## config.mk

```make
export PLATFORM = sky130hd
export DESIGN_NAME = battery_status_fault_qualifier_unit_flat
export DESIGN_NICKNAME = d
export VERILOG_FILES = /design/src/design/bsfq_pkg.sv /design/src/design/bsfq_if.sv /design/src/design/bsfq_regs.sv /design/src/design/bsfq_core.sv /design/src/design/battery_status_fault_qualifier_unit.sv /design/src/flat_wrapper.sv
export VERILOG_INCLUDE_DIRS = /design/src /design/src/design
export SDC_FILE = /design/constraint.sdc
export NUM_CORES = 1
export LEC_CHECK = 0
export ABC_AREA = 1
export BUFFER_PORTS_ARGS = -buffer_cell sky130_fd_sc_hd__buf_4
export CORE_MARGIN = 8
export CORE_UTILIZATION = 52
export DETAILED_ROUTE_END_ITERATION = 10
export PLACE_DENSITY = 0.76
export SYNTH_ARGS = -nofsm -noshare
export SYNTH_HDL_FRONTEND = slang
export SYNTH_HIERARCHICAL = 1
export SYNTH_SLANG_ARGS = --single-unit
```

## constraint.sdc

```tcl
create_clock -name i_clk -period 6.5 [get_ports i_clk]
set_input_delay 0 -clock i_clk [delete_from_list [all_inputs] [get_ports i_clk]]
set_output_delay 0 -clock i_clk [all_outputs]
set_load 0.1 [all_outputs]
```

## src/design/battery_status_fault_qualifier_unit_macros.svh

```systemverilog
// Assertion macros shared by the battery status fault qualifier RTL.
`ifndef BATTERY_STATUS_FAULT_QUALIFIER_UNIT_MACROS_SVH
`define BATTERY_STATUS_FAULT_QUALIFIER_UNIT_MACROS_SVH

// Clocked check, disabled while reset is asserted.
`define BSFQ_ASSERT(label, clk, rst_n, prop, msg) \
    label: assert property (@(posedge clk) disable iff (!rst_n) prop) else $error(msg);

// Clocked check that also holds during reset.
`define BSFQ_ASSERT_ALWAYS(label, clk, prop, msg) \
    label: assert property (@(posedge clk) prop) else $error(msg);

`endif

```

## src/design/bsfq_pkg.sv

```systemverilog
// Shared types and constants for the battery status fault qualifier.
package bsfq_pkg;

    // Charger state codes
    localparam logic [2:0] CHG_UNKNOWN      = 3'd0;
    localparam logic [2:0] CHG_NOT_CHARGING = 3'd1;
    localparam logic [2:0] CHG_CHARGING     = 3'd2;
    localparam logic [2:0] CHG_CHARGED      = 3'd3;
    localparam logic [2:0] CHG_DISCHARGING  = 3'd4;
    localparam logic [2:0] CHG_FAULT        = 3'd5;
    localparam logic [2:0] CHG_DISCONNECTED = 3'd6;

    // Alert codes, one per fault lane
    localparam logic [1:0] ALERT_UNKNOWN      = 2'd0;
    localparam logic [1:0] ALERT_NOT_CHARGING = 2'd1;
    localparam logic [1:0] ALERT_FAULT        = 2'd2;
    localparam logic [1:0] ALERT_DISCONNECTED = 2'd3;

    localparam int NUM_FAULTS = 4;

    // Configuration registers
    localparam int          APB_ADDR_W      = 3;
    localparam int          APB_DATA_W      = 32;
    localparam int          LIMIT_W         = 8;
    localparam logic [2:0]  REG_LIMIT_ADDR  = 3'd0;
    localparam logic [7:0]  LIMIT_RESET     = 8'd10;

    localparam int TALLY_BITS_DEF = 8;

    // One result word
    typedef struct packed {
        logic       led_charged;
        logic       led_charging;
        logic       led_fault;
        logic       alert_valid;
        logic [1:0] alert_code;
    } t_result;

endpackage

```

## src/design/bsfq_if.sv

```systemverilog
// Valid/ready channel interfaces for poll ticks and status results.
interface bsfq_in_if;
    logic       valid;
    logic       ready;
    logic [2:0] charger_state;
    logic       running_on_battery;

    modport source (output valid, output charger_state, output running_on_battery,
                    input ready);
    modport sink   (input valid, input charger_state, input running_on_battery,
                    output ready);
endinterface

interface bsfq_out_if;
    logic       valid;
    logic       ready;
    logic       led_charged;
    logic       led_charging;
    logic       led_fault;
    logic       alert_valid;
    logic [1:0] alert_code;

    modport source (output valid, output led_charged, output led_charging,
                    output led_fault, output alert_valid, output alert_code,
                    input ready);
    modport sink   (input valid, input led_charged, input led_charging,
                    input led_fault, input alert_valid, input alert_code,
                    output ready);
endinterface

```

## src/design/bsfq_regs.sv

```systemverilog
// APB configuration register file: fault persistence limit.
module bsfq_regs
    import bsfq_pkg::*;
(
    input  logic                  i_clk,
    input  logic                  i_rst_n,
    input  logic                  psel,
    input  logic                  penable,
    input  logic                  pwrite,
    input  logic [APB_ADDR_W-1:0] paddr,
    input  logic [APB_DATA_W-1:0] pwdata,
    output logic [APB_DATA_W-1:0] prdata,
    output logic                  pready,
    output logic [LIMIT_W-1:0]    o_limit
);

    logic [LIMIT_W-1:0] r_limit;
    logic               wr_limit;

    assign pready   = 1'b1;
    assign wr_limit = psel && penable && pwrite && (paddr == REG_LIMIT_ADDR);

    // Limit register
    always_ff @(posedge i_clk) begin
        if (!i_rst_n) begin
            r_limit <= LIMIT_RESET;
        end else if (wr_limit) begin
            r_limit <= pwdata[LIMIT_W-1:0];
        end
    end

    // Readback
    always_comb begin
        prdata = '0;
        if (paddr == REG_LIMIT_ADDR) begin
            prdata = APB_DATA_W'(r_limit);
        end
    end

    assign o_limit = r_limit;

endmodule

```

## src/design/bsfq_core.sv

```systemverilog
// Status flags, fault tallies and LED levels, updated once per poll tick.
module bsfq_core
    import bsfq_pkg::*;
#(
    parameter int TALLY_BITS = TALLY_BITS_DEF
) (
    input  logic               i_clk,
    input  logic               i_rst_n,
    input  logic               i_step,
    input  logic [2:0]         i_charger_state,
    input  logic               i_on_battery,
    input  logic [LIMIT_W-1:0] i_limit,
    output t_result            o_result
);
`include "battery_status_fault_qualifier_unit_macros.svh"

    localparam int CMP_W = (TALLY_BITS > LIMIT_W) ? TALLY_BITS : LIMIT_W;

    logic                  r_charged_seen, n_charged_seen;
    logic                  r_charging_phase, n_charging_phase;
    logic                  r_battery_seen, n_battery_seen;
    logic                  r_clear_done, n_clear_done;
    logic                  r_led_chg_done, n_led_chg_done;
    logic                  r_led_chg_on, n_led_chg_on;
    logic                  r_led_flt, n_led_flt;
    logic [NUM_FAULTS-1:0] r_latched, n_latched;
    logic [TALLY_BITS-1:0] r_tally [NUM_FAULTS];
    logic [TALLY_BITS-1:0] n_tally [NUM_FAULTS];

    logic [NUM_FAULTS-1:0] fault_hit;
    logic                  alert;
    logic [1:0]            code;

    // Which fault lane this state feeds; other codes are the clearing case
    always_comb begin
        fault_hit = '0;
        unique case (i_charger_state)
            CHG_UNKNOWN:      fault_hit[ALERT_UNKNOWN]      = 1'b1;
            CHG_NOT_CHARGING: fault_hit[ALERT_NOT_CHARGING] = 1'b1;
            CHG_FAULT:        fault_hit[ALERT_FAULT]        = 1'b1;
            CHG_DISCONNECTED: fault_hit[ALERT_DISCONNECTED] = 1'b1;
            default:          fault_hit = '0;
        endcase
    end

    // Next state for one tick
    always_comb begin
        n_charged_seen   = r_charged_seen;
        n_charging_phase = r_charging_phase;
        n_battery_seen   = r_battery_seen;
        n_clear_done     = r_clear_done;
        n_led_chg_done   = r_led_chg_done;
        n_led_chg_on     = r_led_chg_on;
        n_led_flt        = r_led_flt;
        n_latched        = r_latched;
        alert            = 1'b0;
        code             = ALERT_UNKNOWN;
        for (int k = 0; k < NUM_FAULTS; k++) begin
            n_tally[k] = r_tally[k];
        end

        // Newly charged
        if (i_charger_state == CHG_CHARGED && !n_charged_seen) begin
            n_charged_seen   = 1'b1;
            n_charging_phase = 1'b0;
            n_battery_seen   = 1'b0;
            n_led_flt        = 1'b0;
            n_led_chg_on     = 1'b0;
            n_led_chg_done   = 1'b1;
        end

        // Charging: blink on alternate ticks
        if (i_charger_state == CHG_CHARGING) begin
            n_led_flt      = 1'b0;
            n_led_chg_done = 1'b0;
            if (!n_charging_phase) begin
                n_charged_seen   = 1'b0;
                n_battery_seen   = 1'b0;
                n_charging_phase = 1'b1;
                n_led_chg_on     = 1'b0;
            end else begin
                n_charging_phase = 1'b0;
                n_led_chg_on     = 1'b1;
            end
        end

        // Switched onto battery
        if (i_on_battery && !n_battery_seen) begin
            n_battery_seen   = 1'b1;
            n_charged_seen   = 1'b0;
            n_charging_phase = 1'b0;
            n_led_chg_done   = 1'b0;
            n_led_chg_on     = 1'b0;
        end

        // Fault lanes: saturating tally, one-shot alert past the limit
        if (|fault_hit) begin
            for (int k = 0; k < NUM_FAULTS; k++) begin
                if (fault_hit[k]) begin
                    if (r_tally[k] != '1) begin
                        n_tally[k] = r_tally[k] + 1'b1;
                    end
                    if (CMP_W'(n_tally[k]) > CMP_W'(i_limit) && !r_latched[k]) begin
                        n_tally[k]   = '0;
                        n_latched[k] = 1'b1;
                        alert        = 1'b1;
                        code         = 2'(k);
                    end
                end
            end
            if (alert) begin
                n_clear_done     = 1'b0;
                n_charged_seen   = 1'b0;
                n_charging_phase = 1'b0;
                n_led_chg_done   = 1'b0;
                n_led_chg_on     = 1'b0;
                n_led_flt        = 1'b1;
            end
        end else if (!r_clear_done) begin
            n_clear_done = 1'b1;
            n_latched    = '0;
            n_led_flt    = 1'b0;
            for (int k = 0; k < NUM_FAULTS; k++) begin
                n_tally[k] = '0;
            end
        end
    end

    // State registers, advanced on each processed tick
    always_ff @(posedge i_clk) begin
        if (!i_rst_n) begin
            r_charged_seen   <= 1'b0;
            r_charging_phase <= 1'b0;
            r_battery_seen   <= 1'b0;
            r_clear_done     <= 1'b0;
            r_led_chg_done   <= 1'b0;
            r_led_chg_on     <= 1'b0;
            r_led_flt        <= 1'b0;
            r_latched        <= '0;
            for (int k = 0; k < NUM_FAULTS; k++) begin
                r_tally[k] <= '0;
            end
        end else if (i_step) begin
            r_charged_seen   <= n_charged_seen;
            r_charging_phase <= n_charging_phase;
            r_battery_seen   <= n_battery_seen;
            r_clear_done     <= n_clear_done;
            r_led_chg_done   <= n_led_chg_done;
            r_led_chg_on     <= n_led_chg_on;
            r_led_flt        <= n_led_flt;
            r_latched        <= n_latched;
            for (int k = 0; k < NUM_FAULTS; k++) begin
                r_tally[k] <= n_tally[k];
            end
        end
    end

    assign o_result.led_charged  = n_led_chg_done;
    assign o_result.led_charging = n_led_chg_on;
    assign o_result.led_fault    = n_led_flt;
    assign o_result.alert_valid  = alert;
    assign o_result.alert_code   = code;

    // Checks
    `BSFQ_ASSERT(a_alert_lights_fault, i_clk, i_rst_n, (i_step && alert) |=> r_led_flt, "alert without fault LED")
    `BSFQ_ASSERT(a_alert_rearms_clear, i_clk, i_rst_n, (i_step && alert) |=> !r_clear_done, "alert left clear_done set")
    `BSFQ_ASSERT(a_charge_leds_excl, i_clk, i_rst_n, !(r_led_chg_done && r_led_chg_on), "charged and charging LEDs both on")

endmodule

```

## src/design/battery_status_fault_qualifier_unit.sv

```systemverilog
// An accepted tick is held in the input register, then moved into the output register.
// One tick per cycle unless the output register is full and not taken.
// The tick's whole update is one pass of flag and tally logic between the two registers.
// Reset (i_rst_n low at a clock edge) clears flags, tallies, LEDs and both registers' valids,
// and sets the fault persistence limit back to 10.
module battery_status_fault_qualifier_unit
    import bsfq_pkg::*;
#(
    parameter int TALLY_BITS = TALLY_BITS_DEF
) (
    input  logic                  i_clk,
    input  logic                  i_rst_n,
    bsfq_in_if.sink               i_in,
    bsfq_out_if.source            o_out,
    input  logic                  psel,
    input  logic                  penable,
    input  logic                  pwrite,
    input  logic [APB_ADDR_W-1:0] paddr,
    input  logic [APB_DATA_W-1:0] pwdata,
    output logic [APB_DATA_W-1:0] prdata,
    output logic                  pready
);
`include "battery_status_fault_qualifier_unit_macros.svh"

    logic               r_in_valid;
    logic [2:0]         r_in_state;
    logic               r_in_on_bat;
    logic               r_out_valid;
    t_result            r_out;
    t_result            step_result;
    logic [LIMIT_W-1:0] limit;
    logic               advance;
    logic               in_ready;

    // Tick moves from input register to output register
    assign advance  = r_in_valid && (!r_out_valid || o_out.ready);
    assign in_ready = !r_in_valid || advance;
    assign i_in.ready = in_ready;

    bsfq_regs u_regs (
        .i_clk   (i_clk),
        .i_rst_n (i_rst_n),
        .psel    (psel),
        .penable (penable),
        .pwrite  (pwrite),
        .paddr   (paddr),
        .pwdata  (pwdata),
        .prdata  (prdata),
        .pready  (pready),
        .o_limit (limit)
    );

    bsfq_core #(
        .TALLY_BITS (TALLY_BITS)
    ) u_core (
        .i_clk           (i_clk),
        .i_rst_n         (i_rst_n),
        .i_step          (advance),
        .i_charger_state (r_in_state),
        .i_on_battery    (r_in_on_bat),
        .i_limit         (limit),
        .o_result        (step_result)
    );

    // Input register
    always_ff @(posedge i_clk) begin
        if (!i_rst_n) begin
            r_in_valid <= 1'b0;
        end else if (in_ready) begin
            r_in_valid <= i_in.valid;
        end
    end

    always_ff @(posedge i_clk) begin
        if (in_ready && i_in.valid) begin
            r_in_state  <= i_in.charger_state;
            r_in_on_bat <= i_in.running_on_battery;
        end
    end

    // Output register
    always_ff @(posedge i_clk) begin
        if (!i_rst_n) begin
            r_out_valid <= 1'b0;
        end else if (advance) begin
            r_out_valid <= 1'b1;
        end else if (o_out.ready) begin
            r_out_valid <= 1'b0;
        end
    end

    always_ff @(posedge i_clk) begin
        if (advance) begin
            r_out <= step_result;
        end
    end

    assign o_out.valid        = r_out_valid;
    assign o_out.led_charged  = r_out.led_charged;
    assign o_out.led_charging = r_out.led_charging;
    assign o_out.led_fault    = r_out.led_fault;
    assign o_out.alert_valid  = r_out.alert_valid;
    assign o_out.alert_code   = r_out.alert_code;

    // Checks
    `BSFQ_ASSERT(a_ready_when_out_empty, i_clk, i_rst_n, !r_out_valid |-> in_ready, "input stalled with empty output register")
    `BSFQ_ASSERT(a_advance_fills_out, i_clk, i_rst_n, advance |=> r_out_valid, "processed word not presented")
    `BSFQ_ASSERT(a_charged_fault_excl, i_clk, i_rst_n, r_out_valid |-> !(r_out.led_charged && r_out.led_fault), "charged and fault LEDs both on")

endmodule
```

## src/flat_wrapper.sv

```systemverilog
// flat-port wrapper written by rule: the top's interface ports become plain ports
module battery_status_fault_qualifier_unit_flat import bsfq_pkg::*;
#(
    parameter int TALLY_BITS = TALLY_BITS_DEF
)
  (i_clk, i_rst_n, psel, penable, pwrite, paddr, pwdata, prdata, pready, i_in_valid, i_in_charger_state, i_in_running_on_battery, i_in_ready, o_out_valid, o_out_led_charged, o_out_led_charging, o_out_led_fault, o_out_alert_valid, o_out_alert_code, o_out_ready);
  bsfq_in_if i_in_i ();
  bsfq_out_if o_out_i ();
  input  logic i_clk;
  input  logic i_rst_n;
  input  logic psel;
  input  logic penable;
  input  logic pwrite;
  input  logic [APB_ADDR_W-1:0] paddr;
  input  logic [APB_DATA_W-1:0] pwdata;
  output logic [APB_DATA_W-1:0] prdata;
  output logic pready;
  input wire logic [$bits(i_in_i.valid)-1:0] i_in_valid;
  input wire logic [$bits(i_in_i.charger_state)-1:0] i_in_charger_state;
  input wire logic [$bits(i_in_i.running_on_battery)-1:0] i_in_running_on_battery;
  output wire logic [$bits(i_in_i.ready)-1:0] i_in_ready;
  output wire logic [$bits(o_out_i.valid)-1:0] o_out_valid;
  output wire logic [$bits(o_out_i.led_charged)-1:0] o_out_led_charged;
  output wire logic [$bits(o_out_i.led_charging)-1:0] o_out_led_charging;
  output wire logic [$bits(o_out_i.led_fault)-1:0] o_out_led_fault;
  output wire logic [$bits(o_out_i.alert_valid)-1:0] o_out_alert_valid;
  output wire logic [$bits(o_out_i.alert_code)-1:0] o_out_alert_code;
  input wire logic [$bits(o_out_i.ready)-1:0] o_out_ready;
  assign i_in_i.valid = i_in_valid;
  assign i_in_i.charger_state = i_in_charger_state;
  assign i_in_i.running_on_battery = i_in_running_on_battery;
  assign i_in_ready = i_in_i.ready;
  assign o_out_valid = o_out_i.valid;
  assign o_out_led_charged = o_out_i.led_charged;
  assign o_out_led_charging = o_out_i.led_charging;
  assign o_out_led_fault = o_out_i.led_fault;
  assign o_out_alert_valid = o_out_i.alert_valid;
  assign o_out_alert_code = o_out_i.alert_code;
  assign o_out_i.ready = o_out_ready;
  battery_status_fault_qualifier_unit #(.TALLY_BITS(TALLY_BITS)) u_core (.i_clk(i_clk), .i_rst_n(i_rst_n), .i_in(i_in_i), .o_out(o_out_i), .psel(psel), .penable(penable), .pwrite(pwrite), .paddr(paddr), .pwdata(pwdata), .prdata(prdata), .pready(pready));
endmodule
```

After elaboration in Yosys (flattened, before gate mapping)
Memories as Yosys holds them, arrays and structs flattened.
Index checks and enable logic that the tools add are counted.
{"block": "word_totals", "ff_bits": 31, "mem_count": 1, "out_inout_bits": 41, "word_cells": 179, "ramBits": 32, "in_bits": 46}
{"block": "op_classes", "bitwise_logic": 4, "n_reduce_logical": 30, "n_mux": 96, "order_cmp": 4, "n_eq_ne": 19, "addsub": 4}
{"name": "u_core.u_core.r_tally", "words": 4, "width": 8, "read_ports": 4, "rd_clocked_by_memory_dff": 0, "wr": 4, "line": "bsfq_core.sv:27", "source": "logic [TALLY_BITS-1:0] r_tally [NUM_FAULTS];"}
{"op": "2-to-1 mux 8 bit", "count": 25}
{"op": "2-to-1 mux 32 bit", "count": 2}
{"op": "2-to-1 mux 1 bit", "count": 63}
{"op": "adder 8 x 1 -> 8 bit, second input constant", "count": 4}
{"op": "greater-than comparator 8 bit", "count": 4}
{"op": "inequality test 8 bit, second input constant", "count": 4}
{"op": "AND reduction 4 bit", "count": 4}
{"op": "inequality test 2 x 1 -> 1 bit, second input constant", "count": 6}
{"op": "logical AND 1 bit", "count": 11}
{"op": "zero test 1 bit", "count": 8}
{"op": "2-to-1 mux 2 bit", "count": 4}
{"op": "2-to-1 mux 4 bit", "count": 2}
{"op": "inequality test 2 bit, second input constant", "count": 4}
{"op": "== test 3 x 2 -> 1 bit, second input constant", "count": 2}
{"op": "== test 3 bit, second input constant", "count": 2}
{"op": "zero test 3 bit", "count": 2}
{"op": "OR 1 bit", "count": 4}
{"op": "OR reduction 4 bit", "count": 1}
{"op": "== test 3 x 1 -> 1 bit, second input constant", "count": 1}
{"op": "logical OR 1 bit", "count": 2}
{"op": "AND reduction 2 bit", "count": 1}
{"op": "nonzero test 2 bit", "count": 1}

Depth between registers and ports, before layout
An unclocked memory read counts as a cell.
{"block": "depth", "word_depth": 18, "depth_mapped": 22, "ltp_nobuf": 21}

Modules after synthesis
Netlist, hierarchy kept.
{"mod": "bsfq_core", "n_inst": 1, "cells_per_inst": 450, "area_per_inst_um2": 3440.8, "seq_area_each_um2": 1181.1}
{"mod": "bsfq_regs", "n_inst": 1, "cells_per_inst": 98, "area_per_inst_um2": 649.4, "seq_area_each_um2": 160.2}
{"mod": "battery_status_fault_qualifier_unit", "n_inst": 1, "cells_per_inst": 23, "area_per_inst_um2": 395.4, "seq_area_each_um2": 340.3}

Worst setup path after synthesis
OpenSTA, ideal clock, no wires.
{"block": "synth_timing", "path_type": "register -> register", "from": "mem u_core/u_core/r_tally[1][0] (netlist bit)", "to": "reg u_core.r_out (netlist bit u_core/o_out.led_fault), data pin", "path_stages_with_launch": 21, "required_ns": 6.249, "path_buffers": 2, "setup_slack_ns": 3.733, "synth_period_minus_slack_ns": 2.767, "arrival_time_ns": 2.516, "setup_time_ns": 0.251, "cell_sequence": "edfxtp_1 -> ha_1 -> nand2_1 -> inv_1 -> nand4_1 -> nor2_1 -> nand2_1 -> buf_4 -> nand2_1 -> xor2_1 -> inv_1 -> ha_1 -> a21oi_1 -> nor2_1 -> nor2_1 -> nand2_1 -> nand3_1 -> nand2_1 -> nor2_1 -> nand2_1 -> buf_4"}
{"item": "start, declared", "line": "bsfq_core.sv:27"}
{"item": "end signal, assigned", "line": "battery_status_fault_qualifier_unit.sv:94", "source": "r_out <= step_result;"}
{"item": "end, declared", "line": "battery_status_fault_qualifier_unit.sv:29", "source": "t_result r_out;"}

==> impl_metrics.tcl <==
set metrics [dict create \
    status "completed" \
    dp_hpwl_um 7280 \
    synth_area_sq_um 4490 \
    yosys_register_bits 63 \
    h-tree-depth 3 \
    dp_slack_ps 3280 \
    stdcell_count 743 \
    crit_type "reg -> reg" \
    route.vias.total 3722 \
    clk_pin_slew_ps 70 \
    fp-row-count 34 \
    ys.flop_type "edfxtp_1" \
    clk_latency_ps 350 \
    arrival_ps 3410 \
    yosysTopAreaCell "edfxtp_1" \
    synth_top_area_frac 0.281 \
    die_h_um 109 \
    nNetsFinal 712 \
    cp_data_required_time_ps 6670 \
    clock_sinks 63 \
    synth_edf_count 42 \
    yosys.area_share.simple 0.275 \
    viasPerCell 5.01 \
    postSynth.asyncResetShare 0 \
    ys_seq_area_frac 0.375 \
    cts_root_buf "clkbuf_8" \
    r2r_start "u_core/u_core/r_tally[0][0]" \
    rsz0062_at_grt "no" \
    tightest_slew_ps 921 \
    grt_pass1_wl_um 16400 \
    fp.coreArea_sq_um 8550 \
    crit_path_end_kind "flop" \
    synthAdderAreaFrac 0.100 \
    peakVddDrop_uv 180 \
    slew_headroom 0.386 \
    p_leak_nw 2.50 \
    max_cap_viol_count 0 \
    powerDensity_nw_per_um2 209 \
    hold_path.startpoint "pwdata[0]" \
    fillerInstances 734 \
    setup_viol 0 \
    cts.path.max_buffers 2 \
    die-width_um 109 \
    fin_crit_ps 3240 \
    dp.cells 707 \
    grtUsageTotal 0.174 \
    final_util 0.603 \
    drt_iter0_markers 216 \
    fin_setup_tns_ps 0 \
    grt_max_degree 17 \
    synth_top_family_by_area "simple AND/OR/NAND/NOR gates" \
    drc 0 \
    firstDrtPassIters 4 \
    drive_above_1_share 0.148 \
    synth_xor_area_frac 0.0312 \
    fin_area_sq_um 5160 \
    final_cell_mix "nand2_1 (112), inv_1 (89), nor2_1 (83)" \
    netlist_top_cells_area "edfxtp_1 (28%), ha_1 (10%), dfxtp_1 (9.4%)" \
    pin_count 87 \
    gr-total-overflow 0 \
    dpl-instance-area_sq_um 4740 \
    cts_tree "yes" \
    cp-start-kind "flop" \
    portBuffers 37 \
    max_freq_ghz 0.308 \
    hold_class "in -> reg" \
    cts_buffers 9 \
    hold_violations 0 \
    routed_wl_um 9870 \
    timing.final.ws_setup_ps 3260 \
    cts_resized 0 \
    yosys_warnings 6 \
    finClkSkew_ps 11.4 \
    synth-compound-area-share 0.0823 \
    antenna_found_initial 0 \
    ys_types 38 \
    synth.mux.area_fraction 0 \
    grt_pass1_vias 3688 \
    cp_max_fo 11 \
    fp.dieArea_sq_um 11900 \
    syn_inst 571 \
    area_growth_pct 15.0 \
    wl_per_cell_um 13.3 \
    ant_nets 0 \
    fin_crit_sh 0.499 \
    gp_congestion 0.857 \
    start_util 0.525 \
    critPathLaunch "u_core/u_core/r_tally[0][0]" \
    syn_area_per_cell_sq_um 7.86 \
    layout_commonest_cell "nand2_1" \
    slew_violations 0 \
    n_antenna_cell 0 \
]
## metal layers
metal	vias to the layer above	track usage	share of wire	wire, um
met2	79	0.313	0.51	5070
met5	-	0	0	0
met3	20	0.0349	0.047	461
met1	1727	0.194	0.42	4100
li1	1896	-	-	-
met4	0	0.0802	0.024	240
## critical path, cell delays in order, from the launching register on
cell and delay [ps]:
edfxtp_1 400, ha_1 220, nand2_1 80, inv_1 60, nand4_1 100, nor2_1 140
nand2_1 250, nand2_1 150, xor2_1 190, inv_1 60, ha_1 290, a21oi_1 170
nor2_1 60, nor2_1 90, nand2_1 80, nand3_1 150, nand4_1 320, nor3_1 240
## flip-flops by register name, summed over array words and instances (netlist names)
name                            flops
u_core/u_regs/o_limit               8
u_core/u_core/r_charged_seen        1
u_core/o_out.led_charging           1
u_core/r_in_valid                   1
u_core/u_core/r_led_flt             1
u_core/u_core/r_latched             4
u_core/u_core/r_charging_phase      1
u_core/r_in_state                   3
u_core/o_out.valid                  1
u_core/u_core/r_clear_done          1
u_core/o_out.alert_code             2
u_core/u_core/r_led_chg_done        1
u_core/r_in_on_bat                  1
u_core/u_core/r_tally              32
u_core/o_out.led_charged            1
u_core/o_out.led_fault              1
u_core/o_out.alert_valid            1
u_core/u_core/r_battery_seen        1
u_core/u_core/r_led_chg_on          1
## cell families after synthesis
logic type / Yosys count
AO/OA/AOI/OAI: 61
XOR/XNOR: 16
adder cells (fa/ha/maj): 36
buffers and inverters: 126
flip-flops: 63
other: 2
AND/OR/NAND/NOR: 267
## final timing paths
| kind | end | slack, ps | depth (start not counted) |
|---|---|---|---|
| min reg2reg | u_core/u_core/r_led_flt | 460 | 2 |
| max reg2reg | u_core/o_out.led_charged | 3260 | 17 |
| min | u_core/u_regs/o_limit[0] | 6 | 5 |
| max | u_core/o_out.led_charged | 3260 | 17 |
## what timing repair did
action / 4_1_cts / 5_1_grt
endpoints found under the hold margin: 15 / 0
hold buffers: 20 / 0
setup buffers: 0 / 0
## stage by stage
stage,total power [mW],hold slack [ps]
after floorplan,0.671,98.9
after global placement,0.694,179
after detailed placement,0.702,180
after CTS,1.09,4.83
after global routing,1.13,58.5
final,1.08,5.77
## synthesized netlist by cell type (2+ instances only)
cell        n
nand2_1   112
inv_1      89
nor2_1     83
edfxtp_1   42
ha_1       36
a21oi_1    31
buf_4      31
nand3_1    30
dfxtp_1    21
o21ai_0    11
xor2_1     10
nand4_1     7
nor3_2      6
xnor2_1     6
nand2_4     5
nor2_2      5
o21ai_2     5
a21o_1      4
a21oi_2     4
nand2_2     4
inv_2       3
nor3_1      3
a31oi_2     2
conb_1      2
nand3_2     2
nor3b_1     2
o21a_1      2
o21ai_1     2
or2_2       2
## where the power goes
group          internal (mW)  switching, mW  leakage [nW]
logic                 0.0631          0.176          1.79
registers              0.449         0.0157         0.602
clock network          0.225          0.150         0.108
total                  0.737          0.343          2.50
## layout make-up
class / instances / area (sq um) / share of cell area
inverter: 93 / 354 / 0.0687
multi-input combinational: 405 / 2290 / 0.443
clock inverter: 4 / 68.8 / 0.0133
timing repair buffer: 58 / 485 / 0.0941
clock buffer: 12 / 145 / 0.0281
sequential: 63 / 1680 / 0.326
tap: 108 / 135 / 0.0262
No activity file was read; power rests on OpenSTA's default activity.
